$ cat src/rtl/cir_pkg.sv
// ----------------------------------------------------------------------------
// cir_pkg: shared types and constants for the cir short rate stepper
// payload structs, serial multiplier request and fixed-point widths
// ----------------------------------------------------------------------------
package cir_pkg;

  localparam int RATE_W     = 32;  // unsigned Q8.24
  localparam int FRAC_W     = 24;
  localparam int NOISE_W    = 16;  // signed Q4.12
  localparam int NOISE_FRAC = 12;
  localparam int IDX_W      = 16;
  localparam int STEP_W     = 25;  // unsigned Q1.24
  localparam int CFG_ADDR_W = 3;
  localparam int CFG_DATA_W = 32;

  // serial multiplier operand widths
  localparam int MCAND_W = 37;
  localparam int MPLR_W  = 32;
  localparam int PROD_W  = 64;

  // square root of rate << 24
  localparam int ROOT_W     = 28;
  localparam int ROOT_STEPS = 28;
  localparam int ROOT_CNT_W = 5;

  // term and sum widths
  localparam int DRIFT_W = 40;
  localparam int DIFF_W  = 41;
  localparam int SUM_W   = 44;

  typedef struct packed {
    logic signed [NOISE_W-1:0] noise;
    logic                      restart;
  } in_t;

  typedef struct packed {
    logic [RATE_W-1:0] rate;
    logic [IDX_W-1:0]  step_index;
  } out_t;

  typedef struct packed {
    logic               start;
    logic [MCAND_W-1:0] mcand;
    logic [MPLR_W-1:0]  mplr;
  } mul_req_t;

endpackage

$ cat src/rtl/cir_sermul.sv
// ----------------------------------------------------------------------------
// cir_sermul: bit-serial shift-add multiplier
// consumes one multiplier bit per cycle, stops once no set bits remain
// ----------------------------------------------------------------------------
module cir_sermul (
  input  logic                         clk,
  input  logic                         rst_n,
  input  cir_pkg::mul_req_t            req,
  output logic                         busy,
  output logic [cir_pkg::PROD_W-1:0]   prod
);
  import cir_pkg::*;

  logic              busy_r;
  logic [PROD_W-1:0] mc_r;
  logic [MPLR_W-1:0] mp_r;
  logic [PROD_W-1:0] acc_r;

  always_ff @(posedge clk) begin
    if (!rst_n) begin
      busy_r <= 1'b0;
    end else if (req.start) begin
      busy_r <= 1'b1;
      mc_r   <= {{(PROD_W-MCAND_W){1'b0}}, req.mcand};
      mp_r   <= req.mplr;
      acc_r  <= '0;
    end else if (busy_r) begin
      if (mp_r == '0) begin
        busy_r <= 1'b0;
      end else begin
        if (mp_r[0]) begin
          acc_r <= acc_r + mc_r;
        end
        mc_r <= {mc_r[PROD_W-2:0], 1'b0};
        mp_r <= {1'b0, mp_r[MPLR_W-1:1]};
      end
    end
  end

  assign busy = busy_r | req.start;
  assign prod = acc_r;

endmodule

$ cat src/rtl/cir_isqrt.sv
// ----------------------------------------------------------------------------
// cir_isqrt: digit-by-digit integer square root of rate << 24
// two radicand bits in, one root bit out per cycle
// ----------------------------------------------------------------------------
module cir_isqrt (
  input  logic                         clk,
  input  logic                         rst_n,
  input  logic                         start,
  input  logic [cir_pkg::RATE_W-1:0]   rad,
  output logic                         busy,
  output logic [cir_pkg::ROOT_W-1:0]   root
);
  import cir_pkg::*;

  localparam int REM_W = ROOT_W + 1;

  logic                  busy_r;
  logic [ROOT_CNT_W-1:0] cnt_r;
  logic [RATE_W-1:0]     rad_r;
  logic [REM_W-1:0]      rem_r;
  logic [ROOT_W-1:0]     root_r;

  logic [REM_W+1:0] rem_sh;
  logic [REM_W+1:0] trial;
  logic [REM_W+1:0] rem_sub;
  logic             fits;

  // low 24 radicand bits are zero: they shift in behind the rate
  always_comb begin
    rem_sh  = {rem_r, rad_r[RATE_W-1 -: 2]};
    trial   = {1'b0, root_r, 2'b01};
    fits    = (rem_sh >= trial);
    rem_sub = rem_sh - trial;
  end

  always_ff @(posedge clk) begin
    if (!rst_n) begin
      busy_r <= 1'b0;
      cnt_r  <= '0;
    end else if (start) begin
      busy_r <= 1'b1;
      cnt_r  <= ROOT_CNT_W'(ROOT_STEPS);
      rad_r  <= rad;
      rem_r  <= '0;
      root_r <= '0;
    end else if (busy_r) begin
      rad_r <= {rad_r[RATE_W-3:0], 2'b00};
      if (fits) begin
        rem_r  <= rem_sub[REM_W-1:0];
        root_r <= {root_r[ROOT_W-2:0], 1'b1};
      end else begin
        rem_r  <= rem_sh[REM_W-1:0];
        root_r <= {root_r[ROOT_W-2:0], 1'b0};
      end
      cnt_r <= cnt_r - 1'b1;
      if (cnt_r == ROOT_CNT_W'(1)) begin
        busy_r <= 1'b0;
      end
    end
  end

  assign busy = busy_r | start;
  assign root = root_r;

endmodule

$ cat src/rtl/cir_short_rate_euler_step_top.sv
// ----------------------------------------------------------------------------
// cir_short_rate_euler_step_top: cox-ingersoll-ross euler step, full truncation
// one noise sample in, one new short rate and step index out
// ----------------------------------------------------------------------------
// usage
//   input channel (in_valid / in_ready / in_data): one transfer carries a
//   q4.12 normal sample and a restart flag; restart, or the first transfer
//   after reset, reloads start_rate and zeroes the step index first
//   output channel (out_valid / out_ready / out_data): one transfer per
//   input, carrying the new q8.24 rate and the step count since reload
//   config port (cfg_we / cfg_addr / cfg_wdata): single-cycle writes, only
//   while the block is idle; indexes above five are dropped
// timing
//   one item at a time; in_ready is high only while the sequencer is idle
//   latency is data dependent, and a new item is taken once the sequencer
//   is back in idle: a 28-step square root runs beside the k*dt multiply,
//   then three bit-serial multiplies (sigma*sqrt, *sqrt(dt), *z) follow in
//   series on one multiplier while the drift multiply runs on the other;
//   each multiply ends early once the remaining multiplier bits are zero
// reset and stall
//   synchronous reset clears the config and control registers, rate and index
//   the result sits in an output register; a new item is taken while it
//   waits, and a finished step holds until that register is free
// ----------------------------------------------------------------------------
module cir_short_rate_euler_step_top (
  input  logic                             clk,
  input  logic                             rst_n,
  input  logic                             in_valid,
  output logic                             in_ready,
  input  cir_pkg::in_t                     in_data,
  output logic                             out_valid,
  input  logic                             out_ready,
  output cir_pkg::out_t                    out_data,
  input  logic                             cfg_we,
  input  logic [cir_pkg::CFG_ADDR_W-1:0]   cfg_addr,
  input  logic [cir_pkg::CFG_DATA_W-1:0]   cfg_wdata
);
  import cir_pkg::*;

  // register map
  localparam logic [CFG_ADDR_W-1:0] REG_MEAN_LEVEL  = 3'd0;
  localparam logic [CFG_ADDR_W-1:0] REG_REVERSION   = 3'd1;
  localparam logic [CFG_ADDR_W-1:0] REG_VOL_COEFF   = 3'd2;
  localparam logic [CFG_ADDR_W-1:0] REG_START_RATE  = 3'd3;
  localparam logic [CFG_ADDR_W-1:0] REG_STEP_SIZE   = 3'd4;
  localparam logic [CFG_ADDR_W-1:0] REG_STEP_ROOT   = 3'd5;

  typedef enum logic [2:0] {
    S_IDLE,
    S_ROOT,    // square root and k*dt
    S_DRIFT,   // kdt*|theta-r| and sigma*sqrt(r)
    S_SCALE,   // times sqrt(dt)
    S_NOISE,   // times |z|
    S_SUM,     // r +/- drift
    S_OUT      // +/- diffusion, clamp, hand to output register
  } state_t;

  state_t state_r;

  // configuration registers
  logic [RATE_W-1:0] mean_level_r;
  logic [RATE_W-1:0] reversion_r;
  logic [RATE_W-1:0] vol_coeff_r;
  logic [RATE_W-1:0] start_rate_r;
  logic [STEP_W-1:0] step_size_r;
  logic [STEP_W-1:0] step_root_r;

  // step state
  logic [RATE_W-1:0]  rate_r;
  logic               started_r;
  logic [IDX_W-1:0]   cnt_r;
  logic               zneg_r;
  logic [NOISE_W-1:0] zmag_r;
  logic [SUM_W-1:0]   sum_r;

  // unit control
  logic start_a_r;
  logic start_b_r;
  logic start_sq_r;
  logic busy_a;
  logic busy_b;
  logic busy_sq;
  logic [PROD_W-1:0] prod_a;
  logic [PROD_W-1:0] prod_b;
  logic [ROOT_W-1:0] sq_root;
  mul_req_t          req_a;
  mul_req_t          req_b;

  // output register
  logic out_valid_r;
  out_t out_r;

  // datapath
  logic               in_xfer;
  logic               out_free;
  logic [NOISE_W-1:0] zbits;
  logic [NOISE_W-1:0] zmag_in;
  logic [RATE_W-1:0]  kdt;
  logic               dneg;
  logic [RATE_W-1:0]  dmag;
  logic [DRIFT_W-1:0] drift_mag;
  logic [DIFF_W-1:0]  diff_mag;
  logic [SUM_W-1:0]   drift_ext;
  logic [SUM_W-1:0]   diff_ext;
  logic [SUM_W-1:0]   total;
  logic [RATE_W-1:0]  next_rate;

  assign in_ready  = (state_r == S_IDLE);
  assign in_xfer   = in_valid & in_ready;
  assign out_free  = ~out_valid_r | out_ready;
  assign out_valid = out_valid_r;
  assign out_data  = out_r;

  always_comb begin
    zbits   = in_data.noise;
    zmag_in = zbits[NOISE_W-1] ? (~zbits + 1'b1) : zbits;

    // k*dt in q8.24, saturated at the top
    kdt = prod_a[RATE_W+FRAC_W] ? '1 : prod_a[RATE_W+FRAC_W-1:FRAC_W];

    dneg = (rate_r > mean_level_r);
    dmag = dneg ? (rate_r - mean_level_r) : (mean_level_r - rate_r);

    drift_mag = prod_a[FRAC_W+DRIFT_W-1:FRAC_W];
    diff_mag  = prod_b[NOISE_FRAC+DIFF_W-1:NOISE_FRAC];
    drift_ext = {{(SUM_W-DRIFT_W){1'b0}}, drift_mag};
    diff_ext  = {{(SUM_W-DIFF_W){1'b0}}, diff_mag};

    total = zneg_r ? (sum_r - diff_ext) : (sum_r + diff_ext);
    // full truncation at zero, saturation at the top
    if (total[SUM_W-1]) begin
      next_rate = '0;
    end else if (|total[SUM_W-2:RATE_W]) begin
      next_rate = '1;
    end else begin
      next_rate = total[RATE_W-1:0];
    end
  end

  // operand steering: each unit samples its operands in the start cycle
  always_comb begin
    req_a.start = start_a_r;
    if (state_r == S_DRIFT) begin
      req_a.mcand = {{(MCAND_W-RATE_W){1'b0}}, dmag};
      req_a.mplr  = kdt;
    end else begin
      req_a.mcand = {{(MCAND_W-RATE_W){1'b0}}, reversion_r};
      req_a.mplr  = {{(MPLR_W-STEP_W){1'b0}}, step_size_r};
    end

    req_b.start = start_b_r;
    case (state_r)
      S_SCALE: begin
        // a = sigma*sqrt(r), 36 bits
        req_b.mcand = {1'b0, prod_b[FRAC_W+MCAND_W-2:FRAC_W]};
        req_b.mplr  = {{(MPLR_W-STEP_W){1'b0}}, step_root_r};
      end
      S_NOISE: begin
        // b = a*sqrt(dt), 37 bits
        req_b.mcand = prod_b[FRAC_W+MCAND_W-1:FRAC_W];
        req_b.mplr  = {{(MPLR_W-NOISE_W){1'b0}}, zmag_r};
      end
      default: begin
        req_b.mcand = {{(MCAND_W-RATE_W){1'b0}}, vol_coeff_r};
        req_b.mplr  = {{(MPLR_W-ROOT_W){1'b0}}, sq_root};
      end
    endcase
  end

  cir_sermul u_mul_a (
    .clk   (clk),
    .rst_n (rst_n),
    .req   (req_a),
    .busy  (busy_a),
    .prod  (prod_a)
  );

  cir_sermul u_mul_b (
    .clk   (clk),
    .rst_n (rst_n),
    .req   (req_b),
    .busy  (busy_b),
    .prod  (prod_b)
  );

  cir_isqrt u_sqrt (
    .clk   (clk),
    .rst_n (rst_n),
    .start (start_sq_r),
    .rad   (rate_r),
    .busy  (busy_sq),
    .root  (sq_root)
  );

  // configuration writes
  always_ff @(posedge clk) begin
    if (!rst_n) begin
      mean_level_r <= '0;
      reversion_r  <= '0;
      vol_coeff_r  <= '0;
      start_rate_r <= '0;
      step_size_r  <= '0;
      step_root_r  <= '0;
    end else if (cfg_we) begin
      unique case (cfg_addr)
        REG_MEAN_LEVEL: mean_level_r <= cfg_wdata[RATE_W-1:0];
        REG_REVERSION:  reversion_r  <= cfg_wdata[RATE_W-1:0];
        REG_VOL_COEFF:  vol_coeff_r  <= cfg_wdata[RATE_W-1:0];
        REG_START_RATE: start_rate_r <= cfg_wdata[RATE_W-1:0];
        REG_STEP_SIZE:  step_size_r  <= cfg_wdata[STEP_W-1:0];
        REG_STEP_ROOT:  step_root_r  <= cfg_wdata[STEP_W-1:0];
        default: ;
      endcase
    end
  end

  // step sequencer
  always_ff @(posedge clk) begin
    if (!rst_n) begin
      state_r     <= S_IDLE;
      start_a_r   <= 1'b0;
      start_b_r   <= 1'b0;
      start_sq_r  <= 1'b0;
      out_valid_r <= 1'b0;
      rate_r      <= '0;
      started_r   <= 1'b0;
      cnt_r       <= '0;
    end else begin
      start_a_r  <= 1'b0;
      start_b_r  <= 1'b0;
      start_sq_r <= 1'b0;
      // result register: loaded at the end of a step, cleared after its transfer
      if (state_r == S_OUT && out_free) begin
        out_valid_r <= 1'b1;
      end else if (out_valid_r && out_ready) begin
        out_valid_r <= 1'b0;
      end

      unique case (state_r)
        S_IDLE: begin
          if (in_xfer) begin
            zneg_r <= zbits[NOISE_W-1];
            zmag_r <= zmag_in;
            if (in_data.restart || !started_r) begin
              rate_r    <= start_rate_r;
              cnt_r     <= '0;
              started_r <= 1'b1;
            end
            start_a_r  <= 1'b1;
            start_sq_r <= 1'b1;
            state_r    <= S_ROOT;
          end
        end
        S_ROOT: begin
          if (!busy_a && !busy_sq) begin
            start_a_r <= 1'b1;
            start_b_r <= 1'b1;
            state_r   <= S_DRIFT;
          end
        end
        S_DRIFT: begin
          if (!busy_a && !busy_b) begin
            start_b_r <= 1'b1;
            state_r   <= S_SCALE;
          end
        end
        S_SCALE: begin
          if (!busy_b) begin
            start_b_r <= 1'b1;
            state_r   <= S_NOISE;
          end
        end
        S_NOISE: begin
          if (!busy_b) begin
            state_r <= S_SUM;
          end
        end
        S_SUM: begin
          sum_r <= dneg ? ({{(SUM_W-RATE_W){1'b0}}, rate_r} - drift_ext)
                        : ({{(SUM_W-RATE_W){1'b0}}, rate_r} + drift_ext);
          state_r <= S_OUT;
        end
        S_OUT: begin
          if (out_free) begin
            out_r.rate       <= next_rate;
            out_r.step_index <= cnt_r + 1'b1;
            rate_r           <= next_rate;
            cnt_r            <= cnt_r + 1'b1;
            state_r          <= S_IDLE;
          end
        end
        default: begin
          state_r <= S_IDLE;
        end
      endcase
    end
  end

`ifndef NO_ASSERTIONS
  // a result only appears at the end of a step
  a_out_from_step: assert property (@(posedge clk) disable iff (!rst_n)
    $rose(out_valid_r) |-> $past(state_r == S_OUT))
    else $error("result register loaded outside the output state");

  // arithmetic units are quiet whenever the sequencer is idle
  a_units_idle: assert property (@(posedge clk) disable iff (!rst_n)
    (state_r == S_IDLE) |-> (!busy_a && !busy_b && !busy_sq))
    else $error("arithmetic unit busy while sequencer idle");

  // restart zeroes the step count before stepping
  a_restart_clears: assert property (@(posedge clk) disable iff (!rst_n)
    (in_xfer && in_data.restart) |=> (cnt_r == '0))
    else $error("restart did not clear step count");

  // once loaded, the start flag stays set until reset
  a_started_holds: assert property (@(posedge clk) disable iff (!rst_n)
    $past(rst_n) && $past(started_r) |-> started_r)
    else $error("started flag dropped");
`endif

endmodule
$ cat config.mk
export PLATFORM = sky130hd
export DESIGN_NAME = cir_short_rate_euler_step_top
export DESIGN_NICKNAME = d
export VERILOG_FILES = /design/src/rtl/cir_pkg.sv /design/src/rtl/cir_sermul.sv /design/src/rtl/cir_isqrt.sv /design/src/rtl/cir_short_rate_euler_step_top.sv
export SDC_FILE = /design/constraint.sdc
export NUM_CORES = 2
export LEC_CHECK = 0
export ABC_AREA = 1
export BUFFER_PORTS_ARGS = -buffer_cell sky130_fd_sc_hd__buf_2
export CORE_MARGIN = 10
export CORE_UTILIZATION = 60
export DETAILED_ROUTE_END_ITERATION = 10
export PLACE_DENSITY = 0.87
export SLEW_MARGIN = 20
export SYNTH_ARGS = -nofsm -noshare
export SYNTH_HDL_FRONTEND = slang
export SYNTH_SLANG_ARGS = --single-unit
$ cat constraint.sdc
create_clock -name clk -period 30.6 [get_ports clk]
set_input_delay 3.06 -clock clk [delete_from_list [all_inputs] [get_ports clk]]
set_output_delay 3.06 -clock clk [all_outputs]
set_load 0.01 [all_outputs]
# Word-level counts from Yosys, hierarchy flattened
# Cells that the tools add are included.
# word_totals
regBits	760
inputBits	57
out_inout_bits	50
elab_cells	186
# classes
addsub	12
order_cmp	2
n_eq_ne	21
mux	67
n_bitwise	8
n_reduce_logical	40
# op_table
operator	n
$mux W64	11
$mux W32	15
$pmux W69 S2	1
$add A64 B64 Y64	2
$mux W44	2
$mux W37	2
$logic_not A32 Y1	2
$pmux W32 S2	1
$sub A32 B32 Y32	2
$mux W29	2
$mux W16	3
$add A44 B41 Y44	1
$sub A44 B41 Y44	1
$add A32 B40 Y41	1
$sub A32 B40 Y41	1
$add A16 B1 Y16 const B	2
$gt A32 B32 Y1	1
$pmux W16 S2	1
$ge A31 B30 Y1	1
$sub A29 B29 Y29	1
$mux W28	1
$pmux W3 S7	1
$mux W3	6
$reduce_and A2 Y1	9
26 further kinds	80

# Logic depth before layout (Yosys ltp)
# logic_depth
depth_word	7
ltp_mapped	33
depth_no_buf	32

# Modules after synthesis
# A second synthesis with hierarchy kept.
# hier_totals
hier_cells	8656
hier_area_um2	57850.5
# modules_own_cells
module	instances	cells_per_inst	area_per_inst_um2	seq_area_each_um2
cir_short_rate_euler_step_top	1	4132	26973.4	7897.6
cir_sermul	2	1811	12215.5	4824.6
cir_isqrt	1	902	6446.2	2792.7

# Least setup slack after synthesis
# OpenSTA, ideal clock, no wires.
# synth_path
kind	input port to flip-flop
start	input rst_n
end	register u_mul_a.acc_r[0] (netlist: u_mul_a.prod[0]), enable pin
setup_time_ps	427
arrival_ps	11819
required_ps	30173
slack_ps	18355
path_stages	4
path_buffers	1
path_cell_list	clkbuf_1 -> inv_2 -> nor3_1 -> o21a_1
# synth_via
elab_chain_cells	1
# synth_rtl
item	line_no	text
from (decl)	cir_short_rate_euler_step_top.sv:27	input logic rst_n,
$reduce_and A4 Y1 (no source line)	-	
to (signal assigned)	cir_sermul.sv:32	acc_r <= acc_r + mc_r;
to (decl)	cir_sermul.sv:17	logic [PROD_W-1:0] acc_r;
# No other way between the ends.
# A chain may end at the register's enable or synchronous reset.

# Final worst setup path
# layout_path
start	register u_mul_b.acc_r[13] (netlist: u_mul_b.prod[13])
end	register rate_r[28]
# layout_via
elab_chain_cells	7
word_cells_on_any_way	8
cone_classes	add/sub: 2; mux: 5; reduce/logical: 1
# layout_rtl
item	line_no	text
from (decl)	cir_sermul.sv:17	
from (signal assigned)	cir_sermul.sv:32	
$add A44 B41 Y44 or $sub A44 B41 Y44 (tied branches)	cir_short_rate_euler_step_top.sv:129	total = zneg_r ? (sum_r - diff_ext) : (sum_r + diff_ext);
$mux W44 (*)	cir_short_rate_euler_step_top.sv:129	
$reduce_or A11 Y1	cir_short_rate_euler_step_top.sv:133	end else if (|total[SUM_W-2:RATE_W]) begin
$mux W32	cir_short_rate_euler_step_top.sv:133	
$mux W32 (*)	cir_short_rate_euler_step_top.sv:131	if (total[SUM_W-1]) begin
$mux W32 (*)	cir_short_rate_euler_step_top.sv:284	if (out_free) begin
$pmux W32 S2 (*)	cir_short_rate_euler_step_top.sv:239	unique case (state_r)
to (signal assigned)	cir_short_rate_euler_step_top.sv:245	rate_r <= start_rate_r;
to (signal assigned)	cir_short_rate_euler_step_top.sv:287	rate_r <= next_rate;
to (decl)	cir_short_rate_euler_step_top.sv:69	logic [RATE_W-1:0] rate_r;
# Every way passes the cells marked *; elsewhere a longest branch is shown, timed or not. The select of a mux whose other input is x is not followed.

==> flow_summary_export.csv <==
group,metric,value,unit
power_and_ir_drop,vdd_ir_drop_max,0.0806,mV
routing,firstDrtPassIters,9,
synth,synth_edf_count,506,
setup_path,start_kind,"register",
placement,place.gp.congestion,1.04,
floorplanning,fp.dieW,313,µm
clock_network,htreeDepth,3,
setup_path,crit_path_end_kind,"register",
synth,synthFlopType,"edfxtp_1",
setup_path,crit_fanout,32,
global_routing,antenna_found_initial,11,
clock_network,cts_hold_buffers,0,
timing,fin_crit_sh,18.3,%
floorplanning,io_pins,107,
final_layout,final_nets,7388,
global_routing,grt_max_degree,107,
floorplanning,dieArea,98000,µm²
synth,yosysSeqAreaShare,38.9,%
timing,fin_tns_setup,0,ns
global_routing,grt_first_pass_wirelength,276,mm
setup_path,critical_path_arrival,6.17,ns
synth,synth_largest_area_cell,"edfxtp_1",
clock_network,post_cts_buffers,0,
clock_network,post_cts_resized,0,
routing,wirelength,184,mm
routing,num_vias,50000,
timing,skew,0.0235,ns
setup_path,slowest_delay,0.83,ns
synth,async_flop_share,0,%
global_routing,grt_remaining_overflow,0,
final_layout,utilization,65.6,%
timing,tightest_slew,1.10,ns
clock_network,cts_buffers,82,
routing,via_per_inst,6.09,
synth,ys_top_cells_by_area,"edfxtp_1 (29%), dfxtp_1 (9.4%), nand2_1 (9.2%)",
synth,synth_fp_nets,7368,
timing,report.final.slew_viol_count,0,
clock_network,cts-root-buf,"clkbuf_16",
timing,slew_headroom,26.7,%
routing,drc,0,
routing,ant_nets,0,
timing,whs,0.448,ns
synth,synth_area,51500,µm²
setup_path,crit_chain,"inv_1 > ha_1 > nand3_1 > nor2_1 > nand2_1 > nor4_1 > nand3_1 > nor3_2 > nand4_1 > nand2_1 > nand2_1 > xnor2_1 > ha_1 > a21oi_1 > o21ai_0 > o21bai_1 > a21oi_1 > nand2_1 > a31oi_1 > xor2_4 > nand2_1 > nand2_1 > nand2_1 > a21oi_2",
final_layout,drive_gt1_share,5.25,%
floorplanning,core_area,85100,µm²
setup_path,required,31.17,ns
job,cap_viol_max_count,0,
synth,ys_types,64,
floorplanning,start_util,60.5,%
timing,hold_viol_final,0,
clock_network,clkSinkCount,748,
timing,rsz0062_at_grt,"no",
power_and_ir_drop,power.leakage,24.4,nW
setup_path,critical_path_class,"reg2reg",
synth,syn_inst,6976,
timing,max_freq,179,MHz
routing,drt_iter0_markers,6904,
min_path,min_path_type,"reg2reg",
synth,yosys_warnings,0,
floorplanning,fp.dieH,313,µm
timing,setup_viol_count_final,0,
clock_network,clk_pin_slew,0.06,ns
timing,period_minus_slack,5.59,ns
setup_path,crit_family,"simple AND/OR/NAND/NOR gates",
final_layout,syn2layout_area_growth,8.39,%
global_routing,grt_use_total,36.1,%
clock_network,clockBufferDepth,3,
final_layout,antennaDiodeCount,0,
setup_path,cp_common_cell,"nand2_1",
synth,avgSynthCellArea,7.39,µm²
floorplanning,row_count,107,
power_and_ir_drop,p_total,4.60,mW
outcome,status,"completed",
routing,wire_per_inst,22.4,µm
global_routing,grt_pass1_vias,46815,
placement,dp_hpwl,140,mm
setup_path,path_buf_inv,1,
setup_path,critPathSlowestCell,"xor2_4",
synth,ys_seq_elements,748,
clock_network,clk_latency,0.66,ns
synth,synth.top_cell.area_share,29.5,%
clock_network,cts_tree,"yes",
power_and_ir_drop,powerDensity,82.3,nW/µm²
placement,port_buffers,106,
==> final cells by class <==
type / instances / area, µm²
Inverter: 979 / 3680
Tap cell: 1144 / 1430
Clock buffer: 121 / 2430
Multi-Input combinational cell: 5016 / 27000
Sequential cell: 748 / 20000
Fill cell: 7341 / 29300
Timing Repair Buffer: 169 / 1010
Clock inverter: 31 / 324
==> final timing paths <==
kind	start	endpoint	depth (start not counted)	slack, ns
hold reg to reg	reversion_r[0]$_SDFFE_PN0P_	reversion_r[0]$_SDFFE_PN0P_	2	0.45
setup / recovery	u_mul_b.prod[13]$_SDFFCE_PP0P_	rate_r[28]$_SDFFE_PN0P_	24	25.01
setup reg to reg	u_mul_b.prod[13]$_SDFFCE_PP0P_	rate_r[28]$_SDFFE_PN0P_	24	25.01
hold / removal	reversion_r[0]$_SDFFE_PN0P_	reversion_r[0]$_SDFFE_PN0P_	2	0.45
==> per-stage QoR <==
stage               cells  setup slack, ns  instance area, µm²
floorplan            6976            18.35               51500
global placement     8056            24.84               53100
detailed placement   8056            24.76               53100
CTS                  8208            25.03               55900
global route         8208            24.39               55900
finish               8208            25.01               55900
==> sequential cells by signal, summed over array words and instances, names as in the netlist, 3 cells and up <==
signal / cells
cnt_r: 16
u_mul_a.mc_r: 64
sum_r: 42
out_data: 48
step_size_r: 25
u_sqrt.root: 28
u_mul_a.prod: 64
u_sqrt.rem_r: 29
u_mul_b.mc_r: 61
state_r: 3
u_mul_b.prod: 61
zmag_r: 16
u_mul_a.mp_r: 32
reversion_r: 32
u_sqrt.cnt_r: 5
rate_r: 32
start_rate_r: 32
step_root_r: 25
mean_level_r: 32
vol_coeff_r: 32
u_mul_b.mp_r: 28
u_sqrt.rad_r: 32
==> worst reg2reg max path: cells and delay by family, from the launching register on <==
| family | cells | cell delay, ns |
|---|---|---|
| simple gates | 13 | 2.07 |
| xor+xnor | 2 | 1.02 |
| compound gates | 6 | 1.27 |
| buf+inv | 1 | 0.16 |
| flops | 1 | 0.40 |
| fa+ha+maj | 2 | 0.59 |
==> cell usage in the layout, fill, tap and decap left out, types with 6 or more instances in the layout <==
cell       instances
o21a_1            54
fa_1               7
o21ai_0          648
a221oi_1           6
ha_1             328
o31ai_1           10
a21oi_1          756
clkbuf_8          10
clkbuf_16         88
o221ai_1          30
nor4_1            35
a21boi_0           8
a21oi_2           30
o211ai_1          26
buf_4             64
and3_1             9
dfxtp_1          240
edfxtp_1         506
o21bai_1          28
inv_2              8
a41oi_1           16
nand2_1         1262
o2111ai_1         12
clkinv_2          10
nand4_1           39
nor3_1            63
mux2i_1           11
a211oi_1           7
nor3_2             6
a31oi_1           87
o22ai_1            9
nor2_1           995
nand3_1          185
xor2_1           137
o21ai_1           49
clkbuf_1          22
inv_1            969
a21o_1            33
xnor2_1           77
buf_2            105
==> synthesized netlist by cell type (33+ instances only) <==
| library cell | count |
|---|---|
| xor2_1 | 137 |
| xnor2_1 | 77 |
| inv_1 | 970 |
| o21a_1 | 56 |
| nand3_1 | 186 |
| nor3_1 | 68 |
| clkbuf_1 | 186 |
| o21ai_1 | 49 |
| a31oi_1 | 87 |
| nor2_1 | 999 |
| nand4_1 | 39 |
| a21o_1 | 33 |
| a21oi_1 | 756 |
| nand2_1 | 1262 |
| nor4_1 | 35 |
| edfxtp_1 | 506 |
| o21ai_0 | 648 |
| dfxtp_1 | 242 |
| ha_1 | 328 |
==> power breakdown <==
part	internal (mW)	switching, mW
clock	0.589	0.436
combinational	0.634	1.47
sequential	1.34	0.131
total	2.56	2.03
==> routing by layer <==
metal  track usage, %  share of wire (%)
met4             16.4                5.3
met3             8.23                 12
met2             55.2                 43
met5                0              0.028
met1             48.4                 40
==> kinds of logic after synthesis <==
family | after synthesis | share of synthesized area [%]
and+or+nand+nor | 2629 | 20.4
muxes | 11 | 0.214
xor gates and xnor gates | 216 | 3.70
AOI/OAI and AO/OA | 1825 | 19.6
DFF | 748 | 38.9
adders and majority gates | 335 | 8.23
buffers and inverters | 1212 | 8.97
No activity file was read; power rests on OpenSTA's default activity.
